[config.mk]
export PLATFORM = sky130hd
export DESIGN_NAME = serial_command_frame_parser_flat
export DESIGN_NICKNAME = d
export VERILOG_FILES = /design/src/scfp_pkg.sv /design/src/scfp_rx_if.sv /design/src/scfp_cmd_if.sv /design/src/serial_command_frame_parser.sv /design/src/scfp_parser.sv /design/src/flat_wrapper.sv
export SDC_FILE = /design/constraint.sdc
export NUM_CORES = 1
export LEC_CHECK = 0
export ABC_AREA = 1
export ABC_CLOCK_PERIOD_IN_PS = 4700
export BUFFER_PORTS_ARGS = -buffer_cell sky130_fd_sc_hd__buf_2
export CAP_MARGIN = 10
export CORE_UTILIZATION = 40
export CTS_CLUSTER_SIZE = 20
export DETAILED_ROUTE_END_ITERATION = 10
export HOLD_SLACK_MARGIN = 0.1
export PLACE_DENSITY = 0.66
export SETUP_SLACK_MARGIN = 0.1
export SLEW_MARGIN = 20
export SYNTH_ARGS = -nofsm -noshare
export SYNTH_HDL_FRONTEND = slang
export SYNTH_HIERARCHICAL = 1
export SYNTH_SLANG_ARGS = --single-unit
[constraint.sdc]
create_clock -name clk -period 4.7 [get_ports clk]
set_input_delay 0.94 -clock clk [delete_from_list [all_inputs] [get_ports clk]]
set_output_delay 0.94 -clock clk [all_outputs]
set_load 0.05 [all_outputs]
[src/scfp_pkg.sv]
// ----------------------------------------------------------------------------
// scfp_pkg
// Shared types and constants of the serial command frame parser.
// ----------------------------------------------------------------------------
`default_nettype none

package scfp_pkg;

  // ASCII codes recognized in a frame
  localparam logic [7:0] CH_HASH  = 8'h23;  // '#'
  localparam logic [7:0] CH_GET   = 8'h67;  // 'g'
  localparam logic [7:0] CH_SET   = 8'h73;  // 's'
  localparam logic [7:0] CH_T     = 8'h74;  // 't'
  localparam logic [7:0] CH_C     = 8'h63;  // 'c'
  localparam logic [7:0] CH_A     = 8'h61;  // 'a'
  localparam logic [7:0] CH_B     = 8'h62;  // 'b'
  localparam logic [7:0] CH_SEMI  = 8'h3B;  // ';'
  localparam logic [7:0] CH_ZERO  = 8'h30;  // '0'
  localparam logic [7:0] CH_ONE   = 8'h31;  // '1'
  localparam logic [7:0] CH_NINE  = 8'h39;  // '9'

  // Parameter codes
  localparam logic [1:0] PARAM_T = 2'd0;
  localparam logic [1:0] PARAM_C = 2'd1;
  localparam logic [1:0] PARAM_A = 2'd2;
  localparam logic [1:0] PARAM_B = 2'd3;

  // Request kinds
  localparam logic KIND_GET = 1'b0;
  localparam logic KIND_SET = 1'b1;

  typedef enum logic [2:0] {
    PH_IDLE   = 3'd0,
    PH_READY  = 3'd1,
    PH_GET    = 3'd2,
    PH_SET    = 3'd3,
    PH_PARAM  = 3'd4,
    PH_FLOAT  = 3'd5,
    PH_BUTTON = 3'd6
  } scfp_phase_t;

  typedef struct packed {
    logic       command_kind;
    logic [1:0] param_code;
    logic [1:0] digit_count;
    logic [3:0] digit_first;
    logic [3:0] digit_second;
    logic [3:0] digit_third;
  } scfp_result_t;

endpackage

`default_nettype wire

[src/scfp_rx_if.sv]
// ----------------------------------------------------------------------------
// scfp_rx_if
// Received byte channel: valid/ready handshake with one ASCII byte.
// ----------------------------------------------------------------------------
`default_nettype none

interface scfp_rx_if;
  logic       valid;
  logic       ready;
  logic [7:0] rx_byte;

  modport source (output valid, output rx_byte, input ready);
  modport sink   (input valid, input rx_byte, output ready);
endinterface

`default_nettype wire

[src/scfp_cmd_if.sv]
// ----------------------------------------------------------------------------
// scfp_cmd_if
// Parsed request channel: valid/ready handshake with the request fields.
// ----------------------------------------------------------------------------
`default_nettype none

interface scfp_cmd_if;
  logic       valid;
  logic       ready;
  logic       command_kind;
  logic [1:0] param_code;
  logic [1:0] digit_count;
  logic [3:0] digit_first;
  logic [3:0] digit_second;
  logic [3:0] digit_third;

  modport source (output valid, output command_kind, output param_code,
                  output digit_count, output digit_first, output digit_second,
                  output digit_third, input ready);
  modport sink   (input valid, input command_kind, input param_code,
                  input digit_count, input digit_first, input digit_second,
                  input digit_third, output ready);
endinterface

`default_nettype wire

[src/serial_command_frame_parser.sv]
// ----------------------------------------------------------------------------
// serial_command_frame_parser
// Turns a stream of received ASCII bytes into get and set requests.
// ----------------------------------------------------------------------------
// Takes one byte per cycle while the request side does not stall. The byte
// that closes a frame is first held in the input register, and the parser
// step then loads the result register from it, which gives the request.
// Both registers move on whenever the result register is empty or its
// request is being taken, so a stall on the request side holds the input
// side after at most one byte.
// Frames are "#g<t|c|a>;", "#st<digits>;" (up to MAX_DIGITS digits kept,
// later ones dropped) and "#sb<0|1...>;" (last digit kept). A '#' restarts a
// frame anywhere; any other unexpected byte drops the frame silently.
// ----------------------------------------------------------------------------
`default_nettype none

module serial_command_frame_parser #(
  parameter int MAX_DIGITS = 3
) (
  input  wire logic  clk,
  input  wire logic  rst,
  scfp_rx_if.sink    rx,
  scfp_cmd_if.source cmd
);
  import scfp_pkg::*;

  logic         byte_valid;
  logic [7:0]   byte_q;
  logic         advance;
  logic         step;
  logic         emit;
  scfp_result_t result;
  logic         cmd_valid;
  scfp_result_t cmd_q;

  assign advance  = !cmd_valid || cmd.ready;
  assign step     = byte_valid && advance;
  assign rx.ready = !byte_valid || advance;

  always_ff @(posedge clk) begin
    if (rst) begin
      byte_valid <= 1'b0;
    end else if (rx.ready) begin
      byte_valid <= rx.valid;
    end
  end

  always_ff @(posedge clk) begin
    if (rx.ready && rx.valid) byte_q <= rx.rx_byte;
  end

  scfp_parser #(
    .MAX_DIGITS (MAX_DIGITS)
  ) u_parser (
    .clk     (clk),
    .rst     (rst),
    .step    (step),
    .rx_byte (byte_q),
    .emit    (emit),
    .result  (result)
  );

  always_ff @(posedge clk) begin
    if (rst) begin
      cmd_valid <= 1'b0;
    end else if (advance) begin
      cmd_valid <= step && emit;
    end
  end

  always_ff @(posedge clk) begin
    if (step && emit) cmd_q <= result;
  end

  assign cmd.valid        = cmd_valid;
  assign cmd.command_kind = cmd_q.command_kind;
  assign cmd.param_code   = cmd_q.param_code;
  assign cmd.digit_count  = cmd_q.digit_count;
  assign cmd.digit_first  = cmd_q.digit_first;
  assign cmd.digit_second = cmd_q.digit_second;
  assign cmd.digit_third  = cmd_q.digit_third;

endmodule

`default_nettype wire

[src/scfp_parser.sv]
// ----------------------------------------------------------------------------
// scfp_parser
// Frame state machine and digit store; one byte per step, at most one request.
// ----------------------------------------------------------------------------
`default_nettype none

module scfp_parser #(
  parameter int MAX_DIGITS = 3
) (
  input  wire logic                  clk,
  input  wire logic                  rst,
  input  wire logic                  step,
  input  wire logic [7:0]            rx_byte,
  output logic                       emit,
  output scfp_pkg::scfp_result_t     result
);
  import scfp_pkg::*;

  localparam int CNT_W = $clog2(MAX_DIGITS + 1);
  localparam int IDX_W = (MAX_DIGITS > 1) ? $clog2(MAX_DIGITS) : 1;

  scfp_phase_t      phase, phase_next;
  logic [1:0]       held_param;
  logic [CNT_W-1:0] digits_taken;
  logic [3:0]       digit_store [MAX_DIGITS];

  logic             is_digit;
  logic             is_bit;
  logic [3:0]       digit_val;
  logic             load_param;
  logic [1:0]       param_val;
  logic             clear_taken;
  logic             take_digit;
  logic             take_bit;
  logic             room;
  logic [CNT_W+1:0] taken_ext;
  logic [1:0]       taken_sat;
  logic [3:0]       slot_val [3];

  assign is_digit  = (rx_byte >= CH_ZERO) && (rx_byte <= CH_NINE);
  assign is_bit    = (rx_byte == CH_ZERO) || (rx_byte == CH_ONE);
  assign digit_val = 4'(rx_byte - CH_ZERO);
  assign room      = digits_taken < CNT_W'(MAX_DIGITS);
  assign taken_ext = (CNT_W + 2)'(digits_taken);
  assign taken_sat = (taken_ext > (CNT_W + 2)'(3)) ? 2'd3 : taken_ext[1:0];

  // Slots beyond the count read as zero
  for (genvar i = 0; i < 3; i++) begin : g_slot
    if (i < MAX_DIGITS) begin : g_live
      assign slot_val[i] = (digits_taken > CNT_W'(i)) ? digit_store[i] : 4'd0;
    end else begin : g_dead
      assign slot_val[i] = 4'd0;
    end
  end

  // Next phase
  always_comb begin
    phase_next = phase;
    if (rx_byte == CH_HASH) begin
      phase_next = PH_READY;
    end else begin
      case (phase)
        PH_READY: begin
          if (rx_byte == CH_GET) phase_next = PH_GET;
          else if (rx_byte == CH_SET) phase_next = PH_SET;
          else phase_next = PH_IDLE;
        end
        PH_GET: begin
          if (rx_byte == CH_T || rx_byte == CH_C || rx_byte == CH_A) begin
            phase_next = PH_PARAM;
          end else begin
            phase_next = PH_IDLE;
          end
        end
        PH_SET: begin
          if (rx_byte == CH_T) phase_next = PH_FLOAT;
          else if (rx_byte == CH_B) phase_next = PH_BUTTON;
          else phase_next = PH_IDLE;
        end
        PH_FLOAT: begin
          if (!is_digit) phase_next = PH_IDLE;
        end
        PH_BUTTON: begin
          if (!is_bit) phase_next = PH_IDLE;
        end
        default: phase_next = PH_IDLE;
      endcase
    end
  end

  // Actions and request
  always_comb begin
    emit        = 1'b0;
    result      = '0;
    load_param  = 1'b0;
    param_val   = PARAM_T;
    clear_taken = 1'b0;
    take_digit  = 1'b0;
    take_bit    = 1'b0;
    if (rx_byte != CH_HASH) begin
      case (phase)
        PH_GET: begin
          load_param = 1'b1;
          if (rx_byte == CH_C) param_val = PARAM_C;
          else if (rx_byte == CH_A) param_val = PARAM_A;
          else param_val = PARAM_T;
          if (!(rx_byte == CH_T || rx_byte == CH_C || rx_byte == CH_A)) begin
            load_param = 1'b0;
          end
        end
        PH_SET: begin
          if (rx_byte == CH_T) begin
            load_param  = 1'b1;
            param_val   = PARAM_T;
            clear_taken = 1'b1;
          end else if (rx_byte == CH_B) begin
            load_param = 1'b1;
            param_val  = PARAM_B;
          end
        end
        PH_PARAM: begin
          if (rx_byte == CH_SEMI) begin
            emit                = 1'b1;
            result.command_kind = KIND_GET;
            result.param_code   = held_param;
          end
        end
        PH_FLOAT: begin
          if (is_digit) begin
            take_digit = room;
          end else if (rx_byte == CH_SEMI) begin
            emit                = 1'b1;
            result.command_kind = KIND_SET;
            result.param_code   = held_param;
            result.digit_count  = taken_sat;
            result.digit_first  = slot_val[0];
            result.digit_second = slot_val[1];
            result.digit_third  = slot_val[2];
          end
        end
        PH_BUTTON: begin
          if (is_bit) begin
            take_bit = 1'b1;
          end else if (rx_byte == CH_SEMI) begin
            emit                = 1'b1;
            result.command_kind = KIND_SET;
            result.param_code   = held_param;
            result.digit_count  = 2'd1;
            result.digit_first  = digit_store[0];
          end
        end
        default: ;
      endcase
    end
  end

  always_ff @(posedge clk) begin
    if (rst) begin
      phase        <= PH_IDLE;
      held_param   <= PARAM_T;
      digits_taken <= '0;
      for (int i = 0; i < MAX_DIGITS; i++) digit_store[i] <= 4'd0;
    end else if (step) begin
      phase <= phase_next;
      if (load_param) held_param <= param_val;
      if (clear_taken) begin
        digits_taken <= '0;
      end else if (take_digit) begin
        digits_taken <= digits_taken + CNT_W'(1);
      end
      if (take_digit) digit_store[digits_taken[IDX_W-1:0]] <= digit_val;
      if (take_bit) digit_store[0] <= digit_val;
    end
  end

endmodule

`default_nettype wire

[src/flat_wrapper.sv]
// flat-port wrapper written by rule: the top's interface ports become plain ports
module serial_command_frame_parser_flat import scfp_pkg::*;
#(
  parameter int MAX_DIGITS = 3
)
  (clk, rst, rx_valid, rx_rx_byte, rx_ready, cmd_valid, cmd_command_kind, cmd_param_code, cmd_digit_count, cmd_digit_first, cmd_digit_second, cmd_digit_third, cmd_ready);
  scfp_rx_if rx_i ();
  scfp_cmd_if cmd_i ();
  input  wire logic clk;
  input  wire logic rst;
  input wire logic [$bits(rx_i.valid)-1:0] rx_valid;
  input wire logic [$bits(rx_i.rx_byte)-1:0] rx_rx_byte;
  output wire logic [$bits(rx_i.ready)-1:0] rx_ready;
  output wire logic [$bits(cmd_i.valid)-1:0] cmd_valid;
  output wire logic [$bits(cmd_i.command_kind)-1:0] cmd_command_kind;
  output wire logic [$bits(cmd_i.param_code)-1:0] cmd_param_code;
  output wire logic [$bits(cmd_i.digit_count)-1:0] cmd_digit_count;
  output wire logic [$bits(cmd_i.digit_first)-1:0] cmd_digit_first;
  output wire logic [$bits(cmd_i.digit_second)-1:0] cmd_digit_second;
  output wire logic [$bits(cmd_i.digit_third)-1:0] cmd_digit_third;
  input wire logic [$bits(cmd_i.ready)-1:0] cmd_ready;
  assign rx_i.valid = rx_valid;
  assign rx_i.rx_byte = rx_rx_byte;
  assign rx_ready = rx_i.ready;
  assign cmd_valid = cmd_i.valid;
  assign cmd_command_kind = cmd_i.command_kind;
  assign cmd_param_code = cmd_i.param_code;
  assign cmd_digit_count = cmd_i.digit_count;
  assign cmd_digit_first = cmd_i.digit_first;
  assign cmd_digit_second = cmd_i.digit_second;
  assign cmd_digit_third = cmd_i.digit_third;
  assign cmd_i.ready = cmd_ready;
  serial_command_frame_parser #(.MAX_DIGITS(MAX_DIGITS)) u_core (.clk(clk), .rst(rst), .rx(rx_i), .cmd(cmd_i));
endmodule
==> impl_metrics.yaml, run 1 <==
synth:
  synthSimpleGateAreaFrac_pct: 30.85
  muxShareOfSynthArea_pct: 0
  syn_inst: 240
  syn_avg_cell_area_um2: 9.666
  syn-cell-area_um2: 2320
  yosys_warnings: 6
  yosysSeqAreaShare_pct: 55.66
  synthXorXnorAreaFrac_pct: 0
  yosysUniqueCellTypes: 28
  synth_top_family_by_area: "simple AND/OR/NAND/NOR gates"
  syn_nets: 256
  ys_ff_latch: 46
  synth_fa_ha_area_share_pct: 2.157
  synth_compound_area_share_pct: 3.991
place:
  place_congestion: 0.8463
  dpl.cell_count: 340
  dp_slack_ps: 1669
  io_buffers: 30
  dp_hpwl_mm: 2.919
die:
  initial_core_util_pct: 41.87
  die_y_um: 78.16
  io_pins: 31
  die-area_um2: 6108
  core-area_um2: 5540
  num_rows: 27
  die-width_um: 78.16
power:
  power_frac_comb_pct: 4.6
  seqPwrFrac_pct: 58.6
  power.share.clock_pct: 36.8
  p_leak_nw: 1.134
  sw_frac_of_total_pct: 20.01
  power_density_nw_per_um2: 289.3
  internal_power_w: 0.0006152
  irDropWorstVdd_mv: 0.1230
  p_sw_w: 0.0001539
drt:
  dr_total_vias: 1632
  ant_nets: 0
  dr.pass1.iters: 4
  drt_iter0_drc: 62
  detail_route.wl_per_cell_um: 10.59
  avgViaCountPerCell: 4.690
  drt-total-wl_mm: 3.685
  drcViolationCount: 0
sta:
  rsz0062_at_grt: "no"
  setup_tns_ps: 0
  slew_viol_final: 0
  setup_viol: 0
  hold_violations: 0
  skew_ps: 2.999
  slew_headroom_pct: 56.58
  fin_crit_sh_pct: 58.36
  fin_ws_ps: 1957
  worstMarginPinSlew_ps: 648.8
  fmax_mhz: 364.6
  fin_crit_ps: 2743
grt:
  grt_pass1_vias: 1589
  gr-usage-all-layers_pct: 14.04
  antenna_found_initial: 0
  grt.overflow.total: 0
  grt_max_degree: 18
  grt_first_pass_wirelength_mm: 6.720
clock_tree:
  htreeDepth: 2
  cts_resized: 0
  cts_tree: "built"
  cts_made_buffers: 5
  cts.clk_slew.worst_paths_ps: 80
  post_cts_buffers: 0
  clkSinkCount: 46
  clk_path_buf_depth: 2
  clockRootBuffer: "clkbuf_8"
  clock_latency_ps: 290
  cts_hold_buf: 0
setup_path:
  cp_slowest_cell: "nor2_1"
  critPathRequiredTime_ps: 4700
  arrival_ps: 2740
  crit_chain: "buf_2 -> inv_1 -> nand2_1 -> inv_1 -> nor2_1 -> clkinv_1 -> nor2_1 -> nand4_1 -> nand2_1 -> nand2_2 -> nand2_1"
  end_kind: "register"
  worstPathMaxFanout: 11
  cp_common_cell: "nand2_1"
  max_stage_delay_ps: 500
  critical_path.startpoint_type: "primary input"
  path_class: "in -> reg"
layout:
  finalNetCount: 291
  stdcell_count: 348
  mostFrequentLayoutCell: "nand2_1"
  multi_input_area_um2: 863.3
  layout_common_cells: "43 x nand2_1, 37 x nor2_1, 37 x edfxtp_1"
  drive_above_1_share_pct: 28.26
  nFillCells: 536
  num_antenna_cells: 0
  seq_area_um2: 1291
  fin_util_pct: 47.99
  area_growth_pct: 14.62
hold_path:
  hold_path_class: "reg -> reg"
outcome:
  status: "complete, no violations"
run:
  drv_cap: 0
registers in the layout (all words and copies together), names as in the netlist:
name	flops
u_core/byte_q	8
u_core/byte_valid	1
u_core/cmd.command_kind	1
u_core/cmd.digit_count	2
u_core/cmd.digit_first	4
u_core/cmd.digit_second	4
u_core/cmd.digit_third	4
u_core/cmd.param_code	2
u_core/cmd.valid	1
u_core/u_parser/digit_store	12
u_core/u_parser/digits_taken	2
u_core/u_parser/held_param	2
u_core/u_parser/phase	3
power groups by stage:
| stage | Clock, W | Sequential (W) | Combinational, W |
|---|---|---|---|
| after global placement | 0 | 0.000460 | 0.0000348 |
| after floorplan | 0 | 0.000459 | 0.0000251 |
| after global routing | 0.000308 | 0.000452 | 0.0000400 |
| after CTS | 0.000293 | 0.000451 | 0.0000355 |
| after detailed placement | 0 | 0.000460 | 0.0000354 |
| final | 0.000283 | 0.000451 | 0.0000352 |
layer usage:
layer | global-route usage [%] | part of all wire (%) | vias up
met3 | 3.140 | 4.5 | 4
met2 | 24.82 | 49 | 34
met1 | 17.03 | 45 | 739
met5 | 0 | 0 | -
met4 | 4.074 | 0.76 | 0
li1 | - | - | 855
synthesized netlist by cell type (all sizes together):
cell    number  area share, %
a21oi        7            1.5
and3         1           0.27
buf          3            1.0
clkinv       1           0.16
dfxtp        9            7.8
edfxtp      37             48
ha           4            2.2
inv         38            6.1
nand2       53             11
nand3       14            3.0
nand4        9            3.0
nor2        41            7.7
nor3         5            1.8
nor3b        8            4.3
nor4         1           0.27
o211ai       2           0.65
o21ai        7            1.8
cell families (layout without fill, tap and decap cells):
group | count (synthesis) | count (layout)
flip-flops | 46 | 46
AND/OR/NAND/NOR | 132 | 132
buffers and inverters | 42 | 78
AO/OA/AOI/OAI | 16 | 16
adder cells (fa/ha/maj) | 4 | 4
stage by stage:
stage	hold WS, ps	total power, W	area, um2
finish	488.6	0.0007691	2659
global route	531.7	0.0008001	2659
CTS	496.4	0.0007794	2659
detailed placement	474.9	0.0004956	2549
global placement	479.6	0.0004948	2549
floorplan	451.6	0.0004842	2320
worst paths after layout:
path                                               startpoint                                 to  slack (ps)  cells past startpoint
worst min-delay path            u_core/u_parser/held_param[1]      u_core/u_parser/held_param[1]         490                      2
worst max register to register               u_core/cmd.valid  u_core/u_parser/digit_store[0][1]        2390                      9
worst max-delay path                                cmd_ready  u_core/u_parser/digit_store[0][1]        1960                     11
worst min register to register  u_core/u_parser/held_param[1]      u_core/u_parser/held_param[1]         490                      2
critical path: cells and delay by family:
family	cells	cell delay [ps]
and+or+nand+nor	7	1410
buffers and inverters	4	380
layout make-up:
cell class              instances  area share, %
well taps                      72          3.388
multi-input cells             152          32.47
clock buffers                   6          2.729
flip-flops and latches         46          48.56
repair buffers                 31          5.929
inverters                      39          5.506
clock inverters                 2          1.412
Power figures use the tool's default switching activity.
==> inputs of run 2 (changes only) <==
Settings changed: ABC_CLOCK_PERIOD_IN_PS 4700 to 2800.
Clock period 4.7 ns to 2.8 ns, I/O delays scaled along.
==> impl_metrics.yaml, run 2 (synthesis gave the netlist of run 1 again) <==
clock_tree:
  clkSinkCount: 46
  clock_latency_ps: 290
  clk_path_buf_depth: 2
  htreeDepth: 2
  cts_tree: "built"
  post_cts_buffers: 0
  clockRootBuffer: "clkbuf_8"
  cts.clk_slew.worst_paths_ps: 80
  cts_made_buffers: 5
  cts_resized: 0
  cts_hold_buf: 0
setup_path:
  path_class: "reg -> reg"
  critical_path.startpoint_type: "register"
  arrival_ps: 2000
  worst_r2r_path_depth: 8
  worstPathMaxFanout: 17
  end_kind: "register"
  critPathRequiredTime_ps: 2790
place:
  dp_hpwl_mm: 3.052
  io_buffers: 30
  place_congestion: 0.8063
  dpl.cell_count: 341
  post_dp_cell_area_um2: 2556
drt:
  avgViaCountPerCell: 4.673
  drt_iter0_drc: 77
  drcViolationCount: 0
  detail_route.wl_per_cell_um: 11.44
  ant_nets: 0
  drt-total-wl_mm: 3.994
  dr_total_vias: 1631
  dr.pass1.iters: 4
hold_path:
  worstHoldPathCells: 1
  hold_path_class: "in -> reg"
layout:
  mostFrequentLayoutCell: "nand2_1"
  largest_reg_flops: 12
  num_antenna_cells: 0
  drive_above_1_share_pct: 28.52
  fin_util_pct: 48.13
  finalNetCount: 292
  layout_common_cells: "43 x nand2_1, 37 x nor2_1, 37 x edfxtp_1"
  stdcell_count: 349
  area_growth_pct: 14.94
  regMostFlops: "u_core/u_parser/digit_store"
  top_regs: "u_core/u_parser/digit_store (12), u_core/byte_q (8)"
  postLayoutCellArea_um2: 2666
die:
  core-area_um2: 5540
  io_pins: 31
  die-area_um2: 6108
  die-width_um: 78.16
  die_y_um: 78.16
  num_rows: 27
  initial_core_util_pct: 41.87
sta:
  slew_headroom_pct: 62.73
  skew_ps: 3.946
  setup_viol: 0
  rsz0062_at_grt: "no"
  slew_viol_final: 0
  fmax_mhz: 496.3
  fin_crit_ps: 2015
  setup_tns_ps: 0
  worstMarginPinSlew_ps: 557.7
  fin_crit_sh_pct: 71.97
  hold_violations: 0
grt:
  grt.overflow.total: 0
  grt_first_pass_wirelength_mm: 6.796
  grt_pass1_vias: 1561
  gr-usage-all-layers_pct: 14.27
  antenna_found_initial: 0
  grt_max_degree: 18
power:
  p_leak_nw: 1.140
  power_frac_comb_pct: 4.7
  power.share.clock_pct: 37.1
  power_density_nw_per_um2: 487.6
  irDropWorstVdd_mv: 0.5889
  sw_frac_of_total_pct: 20.48
  total_power_w: 0.001300
  p_sw_w: 0.0002662
  seqPwrFrac_pct: 58.2
  internal_power_w: 0.001034
run:
  drv_cap: 0
outcome:
  status: "complete, no violations"
## run 2: cell type report
class	instances	area [um2]
sequential	46	1291
clock inverter	2	37.54
timing repair buffer	32	165.2
fill	524	2874
tap	72	90.09
clock buffer	6	72.57
multi-input combinational	152	863.3
inverter	39	146.4
## run 2: layer usage
layer	global-route usage [%]	part of all wire, %	vias to the layer above
met2	25.00	50	34
li1	-	-	866
met1	17.05	45	726
met4	5.185	1.2	0
met5	0	0	-
met3	3.256	3.7	5
## run 2: per-stage QoR
stage                     setup WS (ps)  hold WS, ps
final                             784.9        439.4
after global routing              554.5        422.1
after detailed placement          651.3        474.0
after floorplan                   134.1        451.6
after CTS                         755.1        425.6
after global placement            701.1        471.9
## run 2: path summary, 6_finish.rpt
kind / endpoint / slack, ps / startpoint
hold / removal: u_core/byte_q[6] / 440 / rx_rx_byte[6]
setup reg to reg: u_core/cmd.digit_second[3] / 780 / u_core/byte_q[2]
setup / recovery: u_core/cmd.digit_second[3] / 780 / u_core/byte_q[2]
hold reg to reg: u_core/u_parser/held_param[1] / 490 / u_core/u_parser/held_param[1]
## run 2: power by group through the flow
stage                     combinational (W)  clock [W]  sequential [W]
final                             0.0000610   0.000482        0.000757
after global routing              0.0000681   0.000526        0.000759
after CTS                         0.0000609   0.000499        0.000757
after detailed placement          0.0000607          0        0.000773
after global placement            0.0000593          0        0.000772
after floorplan                   0.0000422          0        0.000771
## run 2: worst max-delay path: stages, from the launching register on
cell and delay (ps):
edfxtp_1 430, inv_2 160, nand4_1 120, nor2_1 210
o211ai_1 190, inv_1 90, inv_1 60, nor3_2 160
buf_4 280
